==> config.mk <==
export PLATFORM = sky130hd
export DESIGN_NAME = sliding_median_of_seven
export DESIGN_NICKNAME = d
export VERILOG_FILES = /design/src/rtl/smed_pkg.sv /design/src/rtl/smed_front.sv /design/src/rtl/smed_fifo.sv /design/src/rtl/smed_back.sv /design/src/rtl/sliding_median_of_seven.sv
export SDC_FILE = /design/constraint.sdc
export NUM_CORES = 2
export LEC_CHECK = 0
export BUFFER_PORTS_ARGS = -buffer_cell sky130_fd_sc_hd__buf_2
export CORE_MARGIN = 4
export CORE_UTILIZATION = 60
export DETAILED_ROUTE_END_ITERATION = 6
export GPL_TIMING_DRIVEN = 0
export PLACE_DENSITY_LB_ADDON = 0.05
export SETUP_SLACK_MARGIN = 0.3
export SLEW_MARGIN = 15
export SYNTH_ARGS = -nofsm -noshare
export SYNTH_HDL_FRONTEND = slang
export SYNTH_SLANG_ARGS = --single-unit
==> constraint.sdc <==
create_clock -name clk -period 15.1 [get_ports clk]
set_input_delay 0 -clock clk [delete_from_list [all_inputs] [get_ports clk]]
set_output_delay 0 -clock clk [all_outputs]
set_load 0.005 [all_outputs]
==> src/rtl/smed_pkg.sv <==
// Shared types and constants for the sliding median filter.
// No dependencies.
package smed_pkg;
  localparam int unsigned DefTaps = 7;
  localparam int unsigned SampleW = 32;

  // IEEE total order key: monotone unsigned compare
  function automatic logic [SampleW-1:0] order_key(input logic [SampleW-1:0] b);
    order_key = b[SampleW-1] ? ~b : (b ^ {1'b1, {(SampleW-1){1'b0}}});
  endfunction

  // control flag of one queued window beat towards the sorter
  typedef struct packed {
    logic last;
  } smed_ctl_t;
endpackage

==> src/rtl/smed_front.sv <==
// Front end: takes samples, keeps the window, emits one window beat per result.
// Depends on smed_pkg.
module smed_front import smed_pkg::*; #(
  parameter int unsigned TAPS = DefTaps
) (
  input  logic                    clk,
  input  logic                    rst_n,
  input  logic                    in_valid,
  output logic                    in_stall,
  input  logic [SampleW-1:0]      in_sample,
  input  logic                    in_end_of_stream,
  output logic                    w_valid,
  input  logic                    w_stall,
  output logic [TAPS*SampleW-1:0] w_data,
  output smed_ctl_t               w_ctl
);
  localparam int unsigned Half = TAPS / 2;
  localparam int unsigned CntW = $clog2(TAPS + 1);
  localparam int unsigned FlW  = $clog2(Half + 1);

  logic [SampleW-1:0] win_r [TAPS];
  logic [SampleW-1:0] win_nxt [TAPS];
  logic [CntW-1:0]    fill_r, fill_nxt;
  // flush: remaining padded shifts, and how many of them are skipped before results are emitted
  logic [FlW-1:0]     flush_r, flush_nxt;
  logic [FlW-1:0]     skip_r, skip_nxt;
  logic               wv_r, wv_nxt, wl_r, wl_nxt;
  logic               adv;

  assign adv      = !wv_r || !w_stall;
  assign in_stall = (flush_r != '0) || !adv;
  assign w_valid  = wv_r;
  assign w_ctl.last = wl_r;

  always_comb begin
    logic [CntW-1:0] f1;
    logic [FlW-1:0]  rem;
    logic            em;
    win_nxt   = win_r;
    fill_nxt  = fill_r;
    flush_nxt = flush_r;
    skip_nxt  = skip_r;
    wv_nxt    = wv_r && w_stall;
    wl_nxt    = wl_r;
    f1 = '0;
    rem = '0;
    em = 1'b0;
    if (adv) begin
      if (flush_r != '0) begin
        for (int i = 0; i < TAPS - 1; i++) win_nxt[i] = win_r[i + 1];
        rem = flush_r - 1'b1;
        flush_nxt = rem;
        if (skip_r != '0) begin
          skip_nxt = skip_r - 1'b1;
          wv_nxt = 1'b0;
        end else begin
          wv_nxt = 1'b1;
          wl_nxt = (rem == '0);
        end
      end else if (in_valid) begin
        if (fill_r == '0) begin
          for (int i = 0; i < TAPS; i++) win_nxt[i] = in_sample;
        end else begin
          for (int i = 0; i < TAPS - 1; i++) win_nxt[i] = win_r[i + 1];
          win_nxt[TAPS-1] = in_sample;
        end
        f1 = (fill_r < CntW'(TAPS)) ? fill_r + 1'b1 : fill_r;
        em = (f1 > CntW'(Half));
        if (in_end_of_stream) begin
          fill_nxt  = '0;
          flush_nxt = FlW'(Half);
          // padded shift k emits when f1 + k > Half
          skip_nxt  = em ? '0 : FlW'(CntW'(Half) - f1);
          wv_nxt    = em;
          wl_nxt    = 1'b0;
          if (!em) wv_nxt = 1'b0;
        end else begin
          fill_nxt = f1;
          wv_nxt   = em;
          wl_nxt   = 1'b0;
        end
      end
    end
  end

  always_ff @(posedge clk) begin
    if (!rst_n) begin
      fill_r  <= '0;
      flush_r <= '0;
      skip_r  <= '0;
      wv_r    <= 1'b0;
      wl_r    <= 1'b0;
    end else begin
      fill_r  <= fill_nxt;
      flush_r <= flush_nxt;
      skip_r  <= skip_nxt;
      wv_r    <= wv_nxt;
      wl_r    <= wl_nxt;
    end
  end

  always_ff @(posedge clk) begin
    win_r <= win_nxt;
  end

  for (genvar g = 0; g < TAPS; g++) begin : g_pack
    assign w_data[g*SampleW +: SampleW] = win_r[g];
  end
endmodule

==> src/rtl/smed_fifo.sv <==
// Short queue between front end and sorter.
// Depends on smed_pkg.
module smed_fifo import smed_pkg::*; #(
  parameter int unsigned WIDTH = 8
) (
  input  logic             clk,
  input  logic             rst_n,
  input  logic             i_valid,
  output logic             i_stall,
  input  logic [WIDTH-1:0] i_data,
  output logic             o_valid,
  input  logic             o_stall,
  output logic [WIDTH-1:0] o_data
);
  // two-entry queue, full throughput
  logic [WIDTH-1:0] mem_r [2];
  logic             wp_r, rp_r;
  logic [1:0]       cnt_r;
  logic             push, pop;

  assign i_stall = (cnt_r == 2'd2);
  assign o_valid = (cnt_r != 2'd0);
  assign o_data  = mem_r[rp_r];
  assign push    = i_valid && !i_stall;
  assign pop     = o_valid && !o_stall;

  always_ff @(posedge clk) begin
    if (!rst_n) begin
      wp_r  <= 1'b0;
      rp_r  <= 1'b0;
      cnt_r <= 2'd0;
    end else begin
      if (push) wp_r <= ~wp_r;
      if (pop)  rp_r <= ~rp_r;
      cnt_r <= cnt_r + {1'b0, push} - {1'b0, pop};
    end
  end

  always_ff @(posedge clk) begin
    if (push) mem_r[wp_r] <= i_data;
  end
endmodule

==> src/rtl/smed_back.sv <==
// Back end: rank-select median of the window, pipelined in two stages.
// Depends on smed_pkg.
module smed_back import smed_pkg::*; #(
  parameter int unsigned TAPS = DefTaps
) (
  input  logic                    clk,
  input  logic                    rst_n,
  input  logic                    w_valid,
  output logic                    w_stall,
  input  logic [TAPS*SampleW-1:0] w_data,
  input  smed_ctl_t               w_ctl,
  output logic                    out_valid,
  input  logic                    out_stall,
  output logic [SampleW-1:0]      out_median,
  output logic                    out_final_res
);
  localparam int unsigned Half = TAPS / 2;

  // stage 1: pairwise compare matrix
  logic                 v1_r, v2_r;
  logic [TAPS*TAPS-1:0] lt_r;
  logic [TAPS*SampleW-1:0] d1_r;
  logic                 l1_r;
  logic [SampleW-1:0]   med_r;
  logic                 l2_r;
  logic                 adv1, adv2;
  logic [TAPS*TAPS-1:0] lt_nxt;
  logic [SampleW-1:0]   med_nxt;

  assign adv2 = !v2_r || !out_stall;
  assign adv1 = !v1_r || adv2;
  assign w_stall = !adv1;

  // element i precedes j in a stable order
  always_comb begin
    logic [SampleW-1:0] ki, kj;
    for (int i = 0; i < TAPS; i++) begin
      for (int j = 0; j < TAPS; j++) begin
        ki = order_key(w_data[i*SampleW +: SampleW]);
        kj = order_key(w_data[j*SampleW +: SampleW]);
        lt_nxt[i*TAPS+j] = (ki < kj) || ((ki == kj) && (i < j));
      end
    end
  end

  // stage 2: element with exactly Half predecessors
  always_comb begin
    logic [$clog2(TAPS+1)-1:0] rank;
    med_nxt = '0;
    for (int j = 0; j < TAPS; j++) begin
      rank = '0;
      for (int i = 0; i < TAPS; i++) rank = rank + lt_r[i*TAPS+j];
      if (rank == ($clog2(TAPS+1))'(Half)) med_nxt = d1_r[j*SampleW +: SampleW];
    end
  end

  always_ff @(posedge clk) begin
    if (!rst_n) begin
      v1_r <= 1'b0;
      v2_r <= 1'b0;
    end else begin
      if (adv1) v1_r <= w_valid;
      if (adv2) v2_r <= v1_r;
    end
  end

  always_ff @(posedge clk) begin
    if (adv1) begin
      lt_r <= lt_nxt;
      d1_r <= w_data;
      l1_r <= w_ctl.last;
    end
    if (adv2) begin
      med_r <= med_nxt;
      l2_r  <= l1_r;
    end
  end

  assign out_valid     = v2_r;
  assign out_median    = med_r;
  assign out_final_res = l2_r;
endmodule

==> src/rtl/sliding_median_of_seven.sv <==
// Top level of the streaming seven-tap median filter.
// Depends on smed_pkg, smed_front, smed_fifo, smed_back.
//
//  channel | ports                                        | direction
//  in      | in_valid in_stall in_sample in_end_of_stream | samples in
//  out     | out_valid out_stall out_median out_final_res | medians out
//
// One sample per clock is taken while the output flows. The front end registers
// each window beat, the queue stores it, and the rank unit registers its compare
// matrix and then the median before the result is valid.
// A final sample is followed by Half padded flush shifts in the front end,
// during which in_stall is high.
// Reset is synchronous, active low, and clears all valid, count and pointer state.
// out_stall backs up through the queue to in_stall.
module sliding_median_of_seven import smed_pkg::*; #(
  parameter int unsigned TAPS = DefTaps
) (
  input  logic               clk,
  input  logic               rst_n,
  input  logic               in_valid,
  output logic               in_stall,
  input  logic [SampleW-1:0] in_sample,
  input  logic               in_end_of_stream,
  output logic               out_valid,
  input  logic               out_stall,
  output logic [SampleW-1:0] out_median,
  output logic               out_final_res
);
  localparam int unsigned QW = TAPS * SampleW + 1;

  logic                    fv, fs, bv, bs;
  logic [TAPS*SampleW-1:0] fd;
  smed_ctl_t               fc, bc;
  logic [QW-1:0]           qo;

  smed_front #(.TAPS(TAPS)) u_front (
    .clk, .rst_n, .in_valid, .in_stall, .in_sample, .in_end_of_stream,
    .w_valid(fv), .w_stall(fs), .w_data(fd), .w_ctl(fc)
  );

  smed_fifo #(.WIDTH(QW)) u_fifo (
    .clk, .rst_n, .i_valid(fv), .i_stall(fs), .i_data({fc, fd}),
    .o_valid(bv), .o_stall(bs), .o_data(qo)
  );

  assign bc = qo[QW-1];

  smed_back #(.TAPS(TAPS)) u_back (
    .clk, .rst_n, .w_valid(bv), .w_stall(bs), .w_data(qo[QW-2:0]), .w_ctl(bc),
    .out_valid, .out_stall, .out_median, .out_final_res
  );
endmodule

### Word level (Yosys, flattened, before mapping)

Memories as Yosys holds them, arrays and structs flattened. A register that Yosys moved wholly into a read port is not among the register bits.
Cells that the tools add are included.

* memories kept: 1
* ROM bits: 0
* bits in latches: 0
* RAM bits: 450
* bits of input ports: 37
* register bits after elaboration: 546

* order comparisons: 51
* multiplexer cells: 40
* divide/modulo/power cells: 0
* bitwise operators: 17
* reductions and logical operators: 46
* equal/unequal tests: 31
* shift-type cells: 0
* multipliers: 0
* $add $sub $neg: 48

Memories
* u_fifo.mem_r: depth 2, bits a word 225, read ports 1, clocked after Yosys merged registers in 1, write ports 1, RTL line smed_fifo.sv:16 `logic [WIDTH-1:0] mem_r [2];`

Operator list (number)
* 32-bit < comparator: 49
* 32-bit equality test: 21
* 224-bit 2-to-1 mux: 2
* 32-bit 2-to-1 mux: 14
* 32-bit NOT: 7
* 192-bit 2-to-1 mux: 1
* 3-bit by 1-bit adder with 3-bit output: 32
* 1-bit logical OR: 25
* 3-bit by 2-bit equality test with 1-bit output, second input constant: 7
* 2-bit 2-to-1 mux: 8
* 1-bit by 1-bit adder with 2-bit output: 7
* 1-bit 2-to-1 mux: 13
* 1-bit NOT: 10
* 2-bit nonzero test: 5
* 2-bit by 1-bit adder with 3-bit output: 3
* 3-bit AND reduction: 3
* 1-bit logical NOT: 6
* 3-bit 2-to-1 mux: 2
* 2-bit inequality test, second input constant: 2
* 4-bit AND reduction: 1
* 2-bit by 1-bit subtractor with 2-bit output, second input constant: 2
* 3-bit by 1-bit adder with 3-bit output, second input constant: 1
* 3-bit by 2-bit > comparator with 1-bit output, second input constant: 1
* 1-bit logical AND: 3
* other kinds (8): 8

### Depth between registers and ports, before layout

* word-level depth: 14
* gate-level depth with buffers: 14
* depth with buffers taken out: 12

### Hierarchy

From an unflattened synthesis, not the netlist that was laid out.

* cell total of the unflattened synthesis: 4264
* area, all modules: 54815.1 sq um

By module, submodules not included
* smed_back: sequential area each 9048.7 sq um, cells each 2799, area each 28695.0 sq um, times used 1
* smed_fifo: sequential area each 13613.1 sq um, cells each 727, area each 17093.9 sq um, times used 1
* smed_front: sequential area each 6906.6 sq um, cells each 738, area each 9026.2 sq um, times used 1

### Worst setup path before layout

Ideal clock, no wire load.

* kind: reg2reg
* start: reg u_front.flush_r[0]
* end: reg u_front.win_r (netlist bit u_front.w_data[0]), enable pin
* cell stages (with the launch flop): 5
* arrival time: 10041 ps
* library setup time: 809 ps
* data required time: 14291 ps
* slack: 4250 ps
* path through: dfxtp_1 inv_1 ha_1 clkbuf_1 a21oi_1

* longest elaborated chain between the ends: 3

Ends and longest elaborated chain
* start, declared: RTL line smed_front.sv:25 `logic [FlW-1:0] flush_r, flush_nxt;`
* start signal, assigned: RTL line smed_front.sv:95 `flush_r <= flush_nxt;`
* 2-bit nonzero test: RTL line smed_front.sv:49 `if (flush_r != '0) begin`
* 2-bit nonzero test (no source line)
* 2-bit AND reduction (no source line)
* end signal, assigned: RTL line smed_front.sv:103 `win_r <= win_nxt;`
* end, declared: RTL line smed_front.sv:21 `logic [SampleW-1:0] win_r [TAPS];`

Every way passes these cells.
A chain may end at the register's enable or synchronous reset.

==> impl_metrics.tcl <==
set metrics [dict create \
    die_area_um2 96000 \
    cp.buffers_inverters 4 \
    num-fill-cells 6622 \
    cts_buffers 98 \
    end_kind "flip-flop" \
    clkTransAtPathRegs_ns 0.06 \
    fp.dieH_um 310 \
    postSynthAreaPerCell_um2 12.1 \
    yosysTopAreaCell "edfxtp_1" \
    synth_top_flop_cell "edfxtp_1" \
    ys_seq_elements 990 \
    cts-root-buf "clkbuf_16" \
    wire_per_inst_um 28.4 \
    overflow 0 \
    synth.area.top_cells "edfxtp_1 (54%), ha_1 (16%), mux2i_1 (4.0%)" \
    critPathMaxStageDelay_ns 1.01 \
    fin_ws_ns 9.58 \
    cpMaxStageDelayCell "nor4_1" \
    maxSlewViolCount 0 \
    route.met3.wl_mm 18.3 \
    htreeDepth 3 \
    period_needed_ns 5.52 \
    drt_first_pass_iters 5 \
    max_freq_mhz 181 \
    worst_pin_slew_ns 1.37 \
    ios 72 \
    postCtsSetupRepairBufs 0 \
    numPlacedInstances 5775 \
    crit_chain "buf_4, buf_2, buf_2, mux2i_1, xor2_1, inv_1, ha_1, nand4_1, nor4_1, nand2b_1, a31oi_1, or2_1" \
    rows 110 \
    top_layer_used "met4" \
    cts_tree "done" \
    antennaDiodeCount 0 \
    finalCritPeriodShare 0.365 \
    drt-total-wl_mm 170 \
    hpwlAfterDp_mm 132 \
    cpLargestDelayFamily "simple AND/OR/NAND/NOR gates" \
    async_flop_share 0 \
    core_um2 90100 \
    setup-violations-final 0 \
    io_buffers 71 \
    cts_hold_buffers 38 \
    synth-edff-count 974 \
    place_ws_ns 9.78 \
    globalRouteTotalUtil 0.354 \
    synth.most_common_cell "edfxtp_1" \
    antenna_found_initial 0 \
    fin_nets 5482 \
    met1_length_mm 72.6 \
    status "finished clean" \
    crit_type "flip-flop to flip-flop" \
    die_w_um 310 \
    clockBufferDepth 3 \
    yosysTopAreaCellShare 0.535 \
    yosys_warnings 0 \
    ant_nets 0 \
    synth_cell_types 60 \
    synthCells 4499 \
    start_kind "flip-flop" \
    grt_pass1_wl_mm 240 \
    initial_core_util 0.606 \
    grt_pass1_vias 35400 \
    setup_tns_ns 0 \
    ys_seq_area_frac 0.541 \
    wl_met2_mm 72.4 \
    area_delta_synth_final_pct 11.1 \
    cap_violations 0 \
    synthTopCellsByCount "edfxtp_1 (974), ha_1 (687), nand2_1 (575)" \
    syn_area_um2 54600 \
    cts_sinks 990 \
    clk_latency_ns 0.68 \
    hold_viol 0 \
    whs_ns 0.0491 \
    slew_headroom 0.0860 \
    crit_fanout 10 \
    gp_congestion 0.982 \
    drive_gt1_frac 0.0654 \
    via_per_inst 6.29 \
    worstPathRequired_ns 15.49 \
    cp_common_cell "buf_2" \
    hold_class "input port to flip-flop" \
    rsz0062_at_grt "false" \
    finClkSkew_ns 0.0223 \
    grt_max_degree 55 \
    num_vias 37700 \
    cts_resized 0 \
    fin_cells 5990 \
    synth_nets 5244 \
    critPathArrivalTime_ns 5.90 \
    drtIter0Drc 5282 \
    drc_errors 0 \
]
per-layer routing:
layer  vias to the layer above  GRT usage
li1                      17100          -
met2                      2009      0.518
met4                         0      0.128
met3                       271     0.0692
met5                         -          0
met1                     18400      0.532
registers in the layout, indices dropped and copies added, names as in the netlist, named ones only:
| name | cells |
|---|---|
| u_fifo.wp_r | 1 |
| u_front.skip_r | 2 |
| u_front.w_ctl | 1 |
| u_front.w_valid | 1 |
| u_front.w_data | 224 |
| u_front.fill_r | 3 |
| u_fifo.mem_r | 450 |
| u_front.flush_r | 2 |
| u_back.out_final_res | 1 |
| u_back.out_median | 32 |
| u_fifo.rp_r | 1 |
| u_back.d1_r | 224 |
| u_back.out_valid | 1 |
| u_back.l1_r | 1 |
| u_fifo.cnt_r | 2 |
| u_back.v1_r | 1 |
| u_back.lt_r | 42 |
path summary, 6_finish.rpt:
path                 start              endpoint  slack (ns)  cells past startpoint
max              flip-flop       u_back.lt_r[28]        9.58                     12
min          in_sample[20]   u_front.w_data[212]        0.05                      2
max reg2reg      flip-flop       u_back.lt_r[28]        9.58                     12
min reg2reg    u_back.l1_r  u_back.out_final_res        0.44                      0
stage by stage:
stage | instance area (um^2) | utilization
after global routing | 60700 | 0.673
after CTS | 60700 | 0.673
after global placement | 56500 | 0.626
after floorplan | 54600 | -
after detailed placement | 57200 | 0.635
final | 60700 | 0.673
layout make-up:
| class | count | area, um^2 | area share |
|---|---|---|---|
| Buffer | 108 | 480 | 0.00792 |
| Clock buffer | 119 | 2530 | 0.0417 |
| Clock inverter | 58 | 523 | 0.00862 |
| Inverter | 491 | 1840 | 0.0304 |
| Multi-Input combinational cell | 2910 | 22800 | 0.376 |
| Sequential cell | 990 | 29600 | 0.487 |
| Tap cell | 1176 | 1470 | 0.0243 |
| Timing Repair Buffer | 138 | 1440 | 0.0238 |
cell usage in the layout, fill, tap and decap left out, drive strengths merged, types with 141 or more instances in the layout:
| master | count |
|---|---|
| nand4 | 141 |
| mux2i | 225 |
| xor2 | 217 |
| clkbuf | 174 |
| edfxtp | 974 |
| a21oi | 258 |
| nand2 | 575 |
| ha | 687 |
| buf | 153 |
| inv | 496 |
worst register-to-register path, cell delays in order (launching register included):
cell      delay (ns)
dfxtp_1         0.31
buf_4           0.25
buf_2           0.31
buf_2           0.46
mux2i_1         0.51
xor2_1          0.59
inv_1           0.25
ha_1            0.40
nand4_1         0.25
nor4_1          1.01
nand2b_1        0.36
a31oi_1         0.15
or2_1           0.37
cells by family (layout without fill, tap and decap cells):
family                   Yosys count  in the layout  synth area share
XOR/XNOR                         221            221            0.0354
flip-flops                       990            990             0.541
adder cells (fa/ha/maj)          708            708             0.165
multiplexers                     226            226            0.0419
AO/OA/AOI/OAI                    712            712            0.0859
AND/OR/NAND/NOR                 1043           1043            0.0880
buffers and inverters            599            914            0.0425
Power is left out: the tool's default activity adds up to more than one toggle a clock period on the data nets, which glitch-free logic cannot reach.
